===== src/sv/sfs_pkg.sv =====
// Shared constants, codes and types of the sprite frame sequencer.
package sfs_pkg;

  // Fixed field widths.
  localparam int ACC_W      = 32;
  localparam int ELAPSED_W  = 16;
  localparam int LOOP_W     = 16;
  localparam int DELAY_W    = 10;
  localparam int CMD_W      = 2;
  localparam int CFG_IDX_W  = 2;

  // Defaults of the top-level parameters.
  localparam int MAX_FRAMES_DEF    = 64;
  localparam int FRAME_ID_BITS_DEF = 16;

  // Request commands.
  typedef enum logic [CMD_W-1:0] {
    CMD_TICK    = 2'd0,
    CMD_RESTART = 2'd1,
    CMD_LOAD    = 2'd2,
    CMD_NOP     = 2'd3
  } cmd_t;

  // Configuration register indexes.
  typedef enum logic [CFG_IDX_W-1:0] {
    CFG_FRAME_DELAY = 2'd0,
    CFG_FRAME_COUNT = 2'd1,
    CFG_LOOP_ENABLE = 2'd2,
    CFG_UNUSED      = 2'd3
  } cfg_idx_t;

  // Sequencer states.
  typedef enum logic [2:0] {
    S_IDLE,
    S_TICK,
    S_DIV_N,
    S_ADV,
    S_DIV_LOOP,
    S_LOOPS,
    S_READ,
    S_RESP
  } state_t;

  // Frame table port controls.
  typedef struct packed {
    logic wr_en;
    logic rd_en;
  } mem_ctl_t;

endpackage


===== src/sv/sfs_frame_mem.sv =====
// Frame table: one write port, one registered read port.
module sfs_frame_mem import sfs_pkg::*; #(
  parameter int DEPTH  = MAX_FRAMES_DEF,
  parameter int ADDR_W = 6,
  parameter int DATA_W = FRAME_ID_BITS_DEF
) (
  input  logic              clk,
  input  mem_ctl_t          ctl,
  input  logic [ADDR_W-1:0] wr_addr,
  input  logic [DATA_W-1:0] wr_data,
  input  logic [ADDR_W-1:0] rd_addr,
  output logic [DATA_W-1:0] rd_data
);

  logic [DATA_W-1:0] mem [DEPTH];

  // Write port.
  always_ff @(posedge clk) begin
    if (ctl.wr_en) begin
      mem[wr_addr] <= wr_data;
    end
  end

  // Registered read port: the data comes out in the cycle after the read enable.
  always_ff @(posedge clk) begin
    if (ctl.rd_en) begin
      rd_data <= mem[rd_addr];
    end
  end

endmodule


===== src/sv/sfs_div.sv =====
// Restoring divider that produces one quotient bit per cycle.
module sfs_div import sfs_pkg::*; #(
  parameter int DVD_W = ACC_W,
  parameter int DVS_W = DELAY_W
) (
  input  logic             clk,
  input  logic             rst,
  input  logic             start,
  input  logic [DVD_W-1:0] dividend,
  input  logic [DVS_W-1:0] divisor,
  output logic             done,
  output logic [DVD_W-1:0] quotient,
  output logic [DVS_W-1:0] remainder
);

  localparam int CNT_W = $clog2(DVD_W + 1);

  logic             busy;
  logic [CNT_W-1:0] cnt;
  logic [DVS_W-1:0] dvs;
  logic [DVS_W:0]   trial;
  logic [DVS_W:0]   diff;

  // Shift the next dividend bit into the partial remainder and try a subtract.
  always_comb begin
    trial = {remainder, quotient[DVD_W-1]};
    diff  = trial - {1'b0, dvs};
  end

  // Control: step count and completion pulse.
  always_ff @(posedge clk) begin
    if (rst) begin
      busy <= 1'b0;
      done <= 1'b0;
      cnt  <= '0;
    end else begin
      done <= 1'b0;
      if (start) begin
        busy <= 1'b1;
        cnt  <= CNT_W'(DVD_W);
      end else if (busy) begin
        cnt <= cnt - CNT_W'(1);
        if (cnt == CNT_W'(1)) begin
          busy <= 1'b0;
          done <= 1'b1;
        end
      end
    end
  end

  // Datapath: the quotient fills in as the dividend shifts out.
  always_ff @(posedge clk) begin
    if (start) begin
      quotient  <= dividend;
      remainder <= '0;
      dvs       <= divisor;
    end else if (busy) begin
      if (!diff[DVS_W]) begin
        remainder <= diff[DVS_W-1:0];
        quotient  <= {quotient[DVD_W-2:0], 1'b1};
      end else begin
        remainder <= trial[DVS_W-1:0];
        quotient  <= {quotient[DVD_W-2:0], 1'b0};
      end
    end
  end

endmodule


===== src/sv/sprite_frame_sequencer_core.sv =====
// Sprite frame sequencer top level: control, timing state and result register.
//
// The block takes one request at a time and answers each with one result. A load,
// restart, no-op or rejected tick passes from acceptance through the read state and
// the response state into the result register; the frame id always comes out of the
// frame table's registered read port. The advance count is (accumulator - 1)
// divided by the frame delay. When a looping animation passes its end, the wrap
// position is the leftover count modulo the frame count. Both are worked out on
// one shared divider that yields one bit per cycle. A tick with zero delay or an
// empty accumulator skips the first division, and a tick that stays short of the
// end or does not loop skips the second. A new request is taken as soon as the
// previous result is in the output register, even while that result still waits
// to be taken.
module sprite_frame_sequencer_core import sfs_pkg::*; #(
  parameter  int MAX_FRAMES    = MAX_FRAMES_DEF,
  parameter  int FRAME_ID_BITS = FRAME_ID_BITS_DEF,
  localparam int IDX_W = (MAX_FRAMES > 1) ? $clog2(MAX_FRAMES) : 1,
  localparam int CNT_W = $clog2(MAX_FRAMES + 1),
  localparam int CFG_W = (CNT_W > DELAY_W) ? CNT_W : DELAY_W
) (
  input  logic                     clk,
  input  logic                     rst,
  // Configuration write port.
  input  logic                     cfg_we,
  input  logic [CFG_IDX_W-1:0]     cfg_index,
  input  logic [CFG_W-1:0]         cfg_data,
  // Request channel.
  input  logic                     in_valid,
  output logic                     in_stall,
  input  logic [CMD_W-1:0]         cmd,
  input  logic [ELAPSED_W-1:0]     elapsed_ms,
  input  logic [IDX_W-1:0]         entry_index,
  input  logic [FRAME_ID_BITS-1:0] entry_frame,
  // Result channel.
  output logic                     out_valid,
  input  logic                     out_stall,
  output logic                     status,
  output logic [FRAME_ID_BITS-1:0] frame_id,
  output logic [IDX_W-1:0]         current_index,
  output logic                     frame_changed,
  output logic                     looped_now,
  output logic [LOOP_W-1:0]        loops_done,
  output logic                     finished
);

  // Configuration registers.
  logic [DELAY_W-1:0] frame_delay_ms;
  logic [CNT_W-1:0]   frame_count;
  logic               loop_enable;

  // Timing state.
  logic [ACC_W-1:0]  acc;
  logic [IDX_W-1:0]  position;
  logic [LOOP_W-1:0] loop_counter;
  logic              changed_flag;
  logic              looped_flag;

  // Per-request working registers.
  state_t            state;
  state_t            state_next;
  logic              status_r;
  logic [ACC_W-1:0]  n_adv;
  logic [ACC_W-1:0]  loop_add;

  // Handshake and shared units.
  logic              accept;
  logic              out_load;
  logic              div_start;
  logic [ACC_W-1:0]  div_dividend;
  logic [CFG_W-1:0]  div_divisor;
  logic              div_done;
  logic [ACC_W-1:0]  div_quo;
  logic [CFG_W-1:0]  div_rem;
  mem_ctl_t          mem_ctl;
  logic [FRAME_ID_BITS-1:0] mem_rdata;

  // Datapath helpers.
  logic [ACC_W:0]    acc_sum;
  logic [ACC_W-1:0]  acc_sat;
  logic              reject;
  logic              load_ok;
  logic [CNT_W-1:0]  eff_count;
  logic [CNT_W:0]    pos_ext;
  logic [CNT_W-1:0]  step_to_end;
  logic [ACC_W:0]    adv_diff;
  logic [CNT_W-1:0]  last_pos;
  logic [IDX_W-1:0]  hold_pos;
  logic [ACC_W:0]    loop_sum;

  assign in_stall = (state != S_IDLE);
  assign accept   = in_valid && !in_stall;
  assign out_load = (state == S_RESP) && (!out_valid || !out_stall);

  // Saturating accumulator update and request checks.
  always_comb begin
    acc_sum = {1'b0, acc} + (ACC_W+1)'(elapsed_ms);
    acc_sat = acc_sum[ACC_W] ? '1 : acc_sum[ACC_W-1:0];
    reject  = !loop_enable && (loop_counter != '0);
    load_ok = {1'b0, entry_index} < (IDX_W+1)'(MAX_FRAMES);
  end

  // Effective frame count, steps to the end, and the leftover advance count.
  always_comb begin
    if (frame_count == '0) begin
      eff_count = CNT_W'(1);
    end else if (frame_count > CNT_W'(MAX_FRAMES)) begin
      eff_count = CNT_W'(MAX_FRAMES);
    end else begin
      eff_count = frame_count;
    end
    pos_ext = (CNT_W+1)'(position);
    if (pos_ext + (CNT_W+1)'(1) >= {1'b0, eff_count}) begin
      step_to_end = CNT_W'(1);
    end else begin
      step_to_end = eff_count - CNT_W'(position);
    end
    adv_diff = {1'b0, n_adv} - (ACC_W+1)'(step_to_end);
    last_pos = eff_count - CNT_W'(1);
    if (pos_ext >= {1'b0, last_pos}) begin
      hold_pos = position;
    end else begin
      hold_pos = last_pos[IDX_W-1:0];
    end
    loop_sum = (ACC_W+1)'(loop_counter) + {1'b0, loop_add} + (ACC_W+1)'(1);
  end

  // Next state and unit controls.
  always_comb begin
    state_next    = state;
    div_start     = 1'b0;
    div_dividend  = acc - ACC_W'(1);
    div_divisor   = CFG_W'(frame_delay_ms);
    mem_ctl.wr_en = 1'b0;
    mem_ctl.rd_en = 1'b0;
    case (state)
      S_IDLE: begin
        if (accept) begin
          case (cmd_t'(cmd))
            CMD_TICK: state_next = reject ? S_READ : S_TICK;
            CMD_LOAD: begin
              mem_ctl.wr_en = load_ok;
              state_next    = S_READ;
            end
            default: state_next = S_READ;
          endcase
        end
      end
      S_TICK: begin
        if (frame_delay_ms == '0) begin
          state_next = S_ADV;
        end else if (acc == '0) begin
          state_next = S_READ;
        end else begin
          div_start  = 1'b1;
          state_next = S_DIV_N;
        end
      end
      S_DIV_N: begin
        if (div_done) begin
          state_next = S_ADV;
        end
      end
      S_ADV: begin
        if (n_adv == '0 || adv_diff[ACC_W]) begin
          state_next = S_READ;
        end else if (loop_enable) begin
          div_start    = 1'b1;
          div_dividend = adv_diff[ACC_W-1:0];
          div_divisor  = CFG_W'(eff_count);
          state_next   = S_DIV_LOOP;
        end else begin
          state_next = S_LOOPS;
        end
      end
      S_DIV_LOOP: begin
        if (div_done) begin
          state_next = S_LOOPS;
        end
      end
      S_LOOPS: state_next = S_READ;
      S_READ: begin
        mem_ctl.rd_en = 1'b1;
        state_next    = S_RESP;
      end
      S_RESP: begin
        if (out_load) begin
          state_next = S_IDLE;
        end
      end
      default: state_next = S_IDLE;
    endcase
  end

  // State register.
  always_ff @(posedge clk) begin
    if (rst) begin
      state <= S_IDLE;
    end else begin
      state <= state_next;
    end
  end

  // Configuration registers.
  always_ff @(posedge clk) begin
    if (rst) begin
      frame_delay_ms <= '0;
      frame_count    <= CNT_W'(1);
      loop_enable    <= 1'b0;
    end else if (cfg_we) begin
      case (cfg_idx_t'(cfg_index))
        CFG_FRAME_DELAY: frame_delay_ms <= cfg_data[DELAY_W-1:0];
        CFG_FRAME_COUNT: frame_count    <= cfg_data[CNT_W-1:0];
        CFG_LOOP_ENABLE: loop_enable    <= cfg_data[0];
        default: ;
      endcase
    end
  end

  // Timing state: read, modify and write back per step of the sequencer.
  always_ff @(posedge clk) begin
    if (rst) begin
      acc          <= '0;
      position     <= '0;
      loop_counter <= '0;
      changed_flag <= 1'b0;
      looped_flag  <= 1'b0;
    end else begin
      case (state)
        S_IDLE: begin
          if (accept) begin
            if (cmd_t'(cmd) == CMD_TICK && !reject) begin
              acc          <= acc_sat;
              changed_flag <= 1'b0;
              looped_flag  <= 1'b0;
            end else if (cmd_t'(cmd) == CMD_RESTART) begin
              acc          <= '0;
              position     <= '0;
              loop_counter <= '0;
              changed_flag <= 1'b0;
              looped_flag  <= 1'b0;
            end
          end
        end
        S_DIV_N: begin
          if (div_done) begin
            acc <= ACC_W'(div_rem) + ACC_W'(1);
          end
        end
        S_ADV: begin
          if (n_adv != '0) begin
            changed_flag <= 1'b1;
            if (adv_diff[ACC_W]) begin
              position <= position + n_adv[IDX_W-1:0];
            end else begin
              looped_flag <= 1'b1;
              if (!loop_enable) begin
                position <= hold_pos;
              end
            end
          end
        end
        S_DIV_LOOP: begin
          if (div_done) begin
            position <= div_rem[IDX_W-1:0];
          end
        end
        S_LOOPS: begin
          if (loop_sum > (ACC_W+1)'({LOOP_W{1'b1}})) begin
            loop_counter <= '1;
          end else begin
            loop_counter <= loop_sum[LOOP_W-1:0];
          end
        end
        default: ;
      endcase
    end
  end

  // Working registers of the current request.
  always_ff @(posedge clk) begin
    case (state)
      S_IDLE: begin
        if (accept) begin
          status_r <= (cmd_t'(cmd) == CMD_TICK) && reject;
        end
      end
      S_TICK: n_adv <= {{(ACC_W-1){1'b0}}, acc != '0};
      S_DIV_N: begin
        if (div_done) begin
          n_adv <= div_quo;
        end
      end
      S_ADV: loop_add <= adv_diff[ACC_W-1:0];
      S_DIV_LOOP: begin
        if (div_done) begin
          loop_add <= div_quo;
        end
      end
      default: ;
    endcase
  end

  // Result register.
  always_ff @(posedge clk) begin
    if (rst) begin
      out_valid <= 1'b0;
    end else if (out_load) begin
      out_valid <= 1'b1;
    end else if (!out_stall) begin
      out_valid <= 1'b0;
    end
  end

  always_ff @(posedge clk) begin
    if (out_load) begin
      status        <= status_r;
      frame_id      <= mem_rdata;
      current_index <= position;
      frame_changed <= changed_flag;
      looped_now    <= looped_flag;
      loops_done    <= loop_counter;
      finished      <= !loop_enable && (loop_counter != '0);
    end
  end

  // Shared divider for the advance count and the wrap position.
  sfs_div #(
    .DVD_W (ACC_W),
    .DVS_W (CFG_W)
  ) u_div (
    .clk       (clk),
    .rst       (rst),
    .start     (div_start),
    .dividend  (div_dividend),
    .divisor   (div_divisor),
    .done      (div_done),
    .quotient  (div_quo),
    .remainder (div_rem)
  );

  // Frame table.
  sfs_frame_mem #(
    .DEPTH  (MAX_FRAMES),
    .ADDR_W (IDX_W),
    .DATA_W (FRAME_ID_BITS)
  ) u_frame_mem (
    .clk     (clk),
    .ctl     (mem_ctl),
    .wr_addr (entry_index),
    .wr_data (entry_frame),
    .rd_addr (position),
    .rd_data (mem_rdata)
  );

endmodule


===== config.mk =====
export PLATFORM = sky130hd
export DESIGN_NAME = sprite_frame_sequencer_core
export DESIGN_NICKNAME = d
export VERILOG_FILES = /design/src/sv/sfs_pkg.sv /design/src/sv/sfs_frame_mem.sv /design/src/sv/sfs_div.sv /design/src/sv/sprite_frame_sequencer_core.sv
export SDC_FILE = /design/constraint.sdc
export NUM_CORES = 2
export LEC_CHECK = 0
export BUFFER_PORTS_ARGS = -buffer_cell sky130_fd_sc_hd__buf_2
export CORE_UTILIZATION = 45
export CTS_BUF_LIST = sky130_fd_sc_hd__clkbuf_2 sky130_fd_sc_hd__clkbuf_4 sky130_fd_sc_hd__clkbuf_8
export CTS_CLUSTER_DIAMETER = 40
export DETAILED_ROUTE_END_ITERATION = 7
export PLACE_DENSITY = 0.56
export RECOVER_POWER = 100
export REMOVE_ABC_BUFFERS = 1
export SLEW_MARGIN = 20
export SYNTH_ARGS = -nofsm -noshare
export SYNTH_HDL_FRONTEND = slang
export SYNTH_HIERARCHICAL = 1
export SYNTH_SLANG_ARGS = --single-unit
export TNS_END_PERCENT = 10

===== constraint.sdc =====
create_clock -name clk -period 18.13 [get_ports clk]
set_input_delay 2.7195 -clock clk [delete_from_list [all_inputs] [get_ports clk]]
set_output_delay 2.7195 -clock clk [all_outputs]
set_load 0.005 [all_outputs]

==> reports/results.txt <==
Residual DRC: 0
antenna viol nets, final: 0
Net Sw Frac: 0.294
worst-path fanout max: 77
Post-CTS Setup Bufs: 0
Synth top area share: 0.644
synthesized instance count: 3450
area added between synthesis and finish: 11.5%
TritonCTS clock tree: done
net switching power figure: 0.00228 W
Final min period: 11.48 ns
Slew @ Worst Pin: 4.48 ns
starting density of the core: 0.454
RD Place Congestion: 0.882
drt pass-1 iters: 5
Leak: 19.9 nW
vias in the first global route: 32800
Post-synth EDFFs: 1189
Clk Latency, worst-skew pair: 0.94 ns
core area: 122000 sq um
Critical Path Source Type: flip-flop
FF+latch count, synth: 1285
setup TNS: 0 ns
Syn Area/Cell: 16.1 sq um
kind of critical path: reg -> reg
R2R Setup Slk: 6.65 ns
most frequent cell after synthesis: edfxtp_1
status: complete, but fails checks
combinational fraction of design power: 0.210
Pint: 0.00548 W
Rows: 128
post-synthesis async set-or-reset flop share: 0
CTS Hold Bufs: 0
Critical Path Sink Type: flip-flop
final wirelength: 142 mm
final hold slack: 0.424 ns
post_cts resized: 0
Max Clock Freq: 87.1 MHz
hold path depth: 0
Max IR drop VDD: 0.0796 mV
cts bufs inserted: 217
initial DRC count: 3137
Yosys top cell by area: edfxtp_1
dpl hpwl: 87.5 mm
CTS Root Cell: clkbuf_8
failing checks: capacitance limit, slew limit
mapped cell area: 55400 sq um
Total GRT Usage: 0.227
Main synth FF type: edfxtp_1
post-synth cell types: 99
IO Port Bufs: 100
final-report setup violation count: 0
Ports: 101
Slew Viols, Final: 1927
initial antenna violation count: 9
Arrival @ worst endpoint: 12.13 ns
pin count of the biggest net entering global routing: 78
Clock transition at path regs: 0.06 ns
clk sink count: 1285
synth top area cells: edfxtp_1, mux4_2, dfxtp_1
H-tree depth: 4
Data required, critical path: 18.78 ns
Final Skew: 0.0638 ns
DR vias: 32200
Yosys warnings: 6
Die Span Y: 353 um
register area share after synthesis: 0.679
proportion of layout cells with a drive suffix above 1: 0.199
Clock Power Share: 0.341
worst min path class: reg -> reg
Reg2Reg Depth: 19
Commonest cells post-synth: edfxtp_1, nor2_1, mux4_2, nand2_1, a21oi_1
Avg WL per Cell: 25.8 um
final net count: 3823
Slew headroom: -1.98
Via density: 5.86
RSZ-0062 raised after global routing: false
Tot Pwr: 0.00776 W
max-cap violations: 46
Hold Vio Cnt, Final: 0
grt total ovfl: 0
Flop pwr share: 0.448
Die W: 353 um
first-pass GRT wire length: 209 mm
PD cells: 126 nW/um^2
Die ar.: 125000 sq um
Bufs on Longest Clock Path: 3
Final period util: 0.633
[logic make-up after synthesis]
| family | after synthesis | synth area share |
|---|---|---|
| multiplexers | 398 | 0.124 |
| flip-flops | 1285 | 0.679 |
| AND/OR/NAND/NOR | 801 | 0.0705 |
| XOR/XNOR | 120 | 0.0193 |
| adder cells (fa/ha/maj) | 85 | 0.0200 |
| buffers and inverters | 239 | 0.0232 |
| AO/OA/AOI/OAI | 522 | 0.0637 |
[final timing paths]
path                        endpoint   startpoint
hold reg to reg               status     status_r
hold / removal                status     status_r
setup / recovery  u_div/quotient[17]  position[1]
setup reg to reg  u_div/quotient[17]  position[1]
[metal layers]
metal / track usage / vias up / wire, um
li1: - / 14200 / -
met1: 0.313 / 16400 / 60800
met2: 0.352 / 1301 / 65400
met3: 0.0503 / 247 / 10900
met4: 0.0835 / 2 / 4400
met5: 0 / - / 12
[through the flow]
step | cells | setup slack [ns] | util | cell area [sq um]
after global placement | 5086 | 10.27 | 0.473 | 57700
after floorplan | 3267 | -0.870 | - | 54300
final | 5488 | 6.65 | 0.506 | 61800
after detailed placement | 5086 | 10.16 | 0.473 | 57700
after CTS | 5486 | 10.14 | 0.510 | 62200
after global routing | 5488 | 5.66 | 0.506 | 61800
[cell type report]
class / count / area [sq um]
flip-flops and latches: 1285 / 37600
multi-input cells: 1926 / 16500
fillers: 10300 / 60300
clock buffers: 303 / 3710
well taps: 1625 / 2030
inverters: 56 / 210
clock inverters: 97 / 802
diodes: 1 / 2.50
repair buffers: 195 / 881
[cells in the final DEF (no fill, tap or decap), types with 45 or more instances in the layout]
cell type     n
xor2_1       51
nor2_1      226
mux4_2      217
clkbuf_4     73
nor3_1       48
xnor2_1      68
o21ai_0     100
and3_1       45
buf_2        74
inv_1        54
a21oi_1     143
clkbuf_1    105
mux2i_1     116
nand3_1      54
nand2_1     216
clkbuf_8    230
ha_1         79
dfxtp_1      94
edfxtp_1   1189
mux2_2       54
[worst max-delay path, stage by stage (launching register included)]
cell      delay, ns
dfxtp_1        1.41
clkbuf_1       2.88
inv_1          0.57
ha_1           0.51
a21o_1         0.15
a21o_1         0.19
a21o_1         0.18
a21oi_1        0.16
xnor2_1        0.16
nand2_1        0.09
ha_1           0.36
or2_2          0.31
a21oi_1        0.18
a21oi_1        0.14
nand2b_1       0.41
and2_0         0.32
nand2_1        0.17
clkbuf_1       2.16
o21ai_0        0.38
mux2_2         0.41
[power by group through the flow]
stage	Combinational, W	Clock [W]	Sequential [W]
6_report	0.00163	0.00265	0.00348
5_1_grt	0.00177	0.00284	0.00349
4_1_cts	0.00164	0.00271	0.00347
3_5_place_dp	0.00163	0	0.00353
3_3_place_gp	0.00161	0	0.00353
2_1_floorplan	0.00116	0	0.00357
[registers in the layout, summed over array words and instances (netlist names), 16 cells and up]
name,cells
acc,32
u_frame_mem/mem,1024
loops_done,16
u_frame_mem/rd_data,16
n_adv,32
loop_add,32
u_div/quotient,32
loop_counter,16
frame_id,16
No activity file was read; power rests on OpenSTA's default activity.
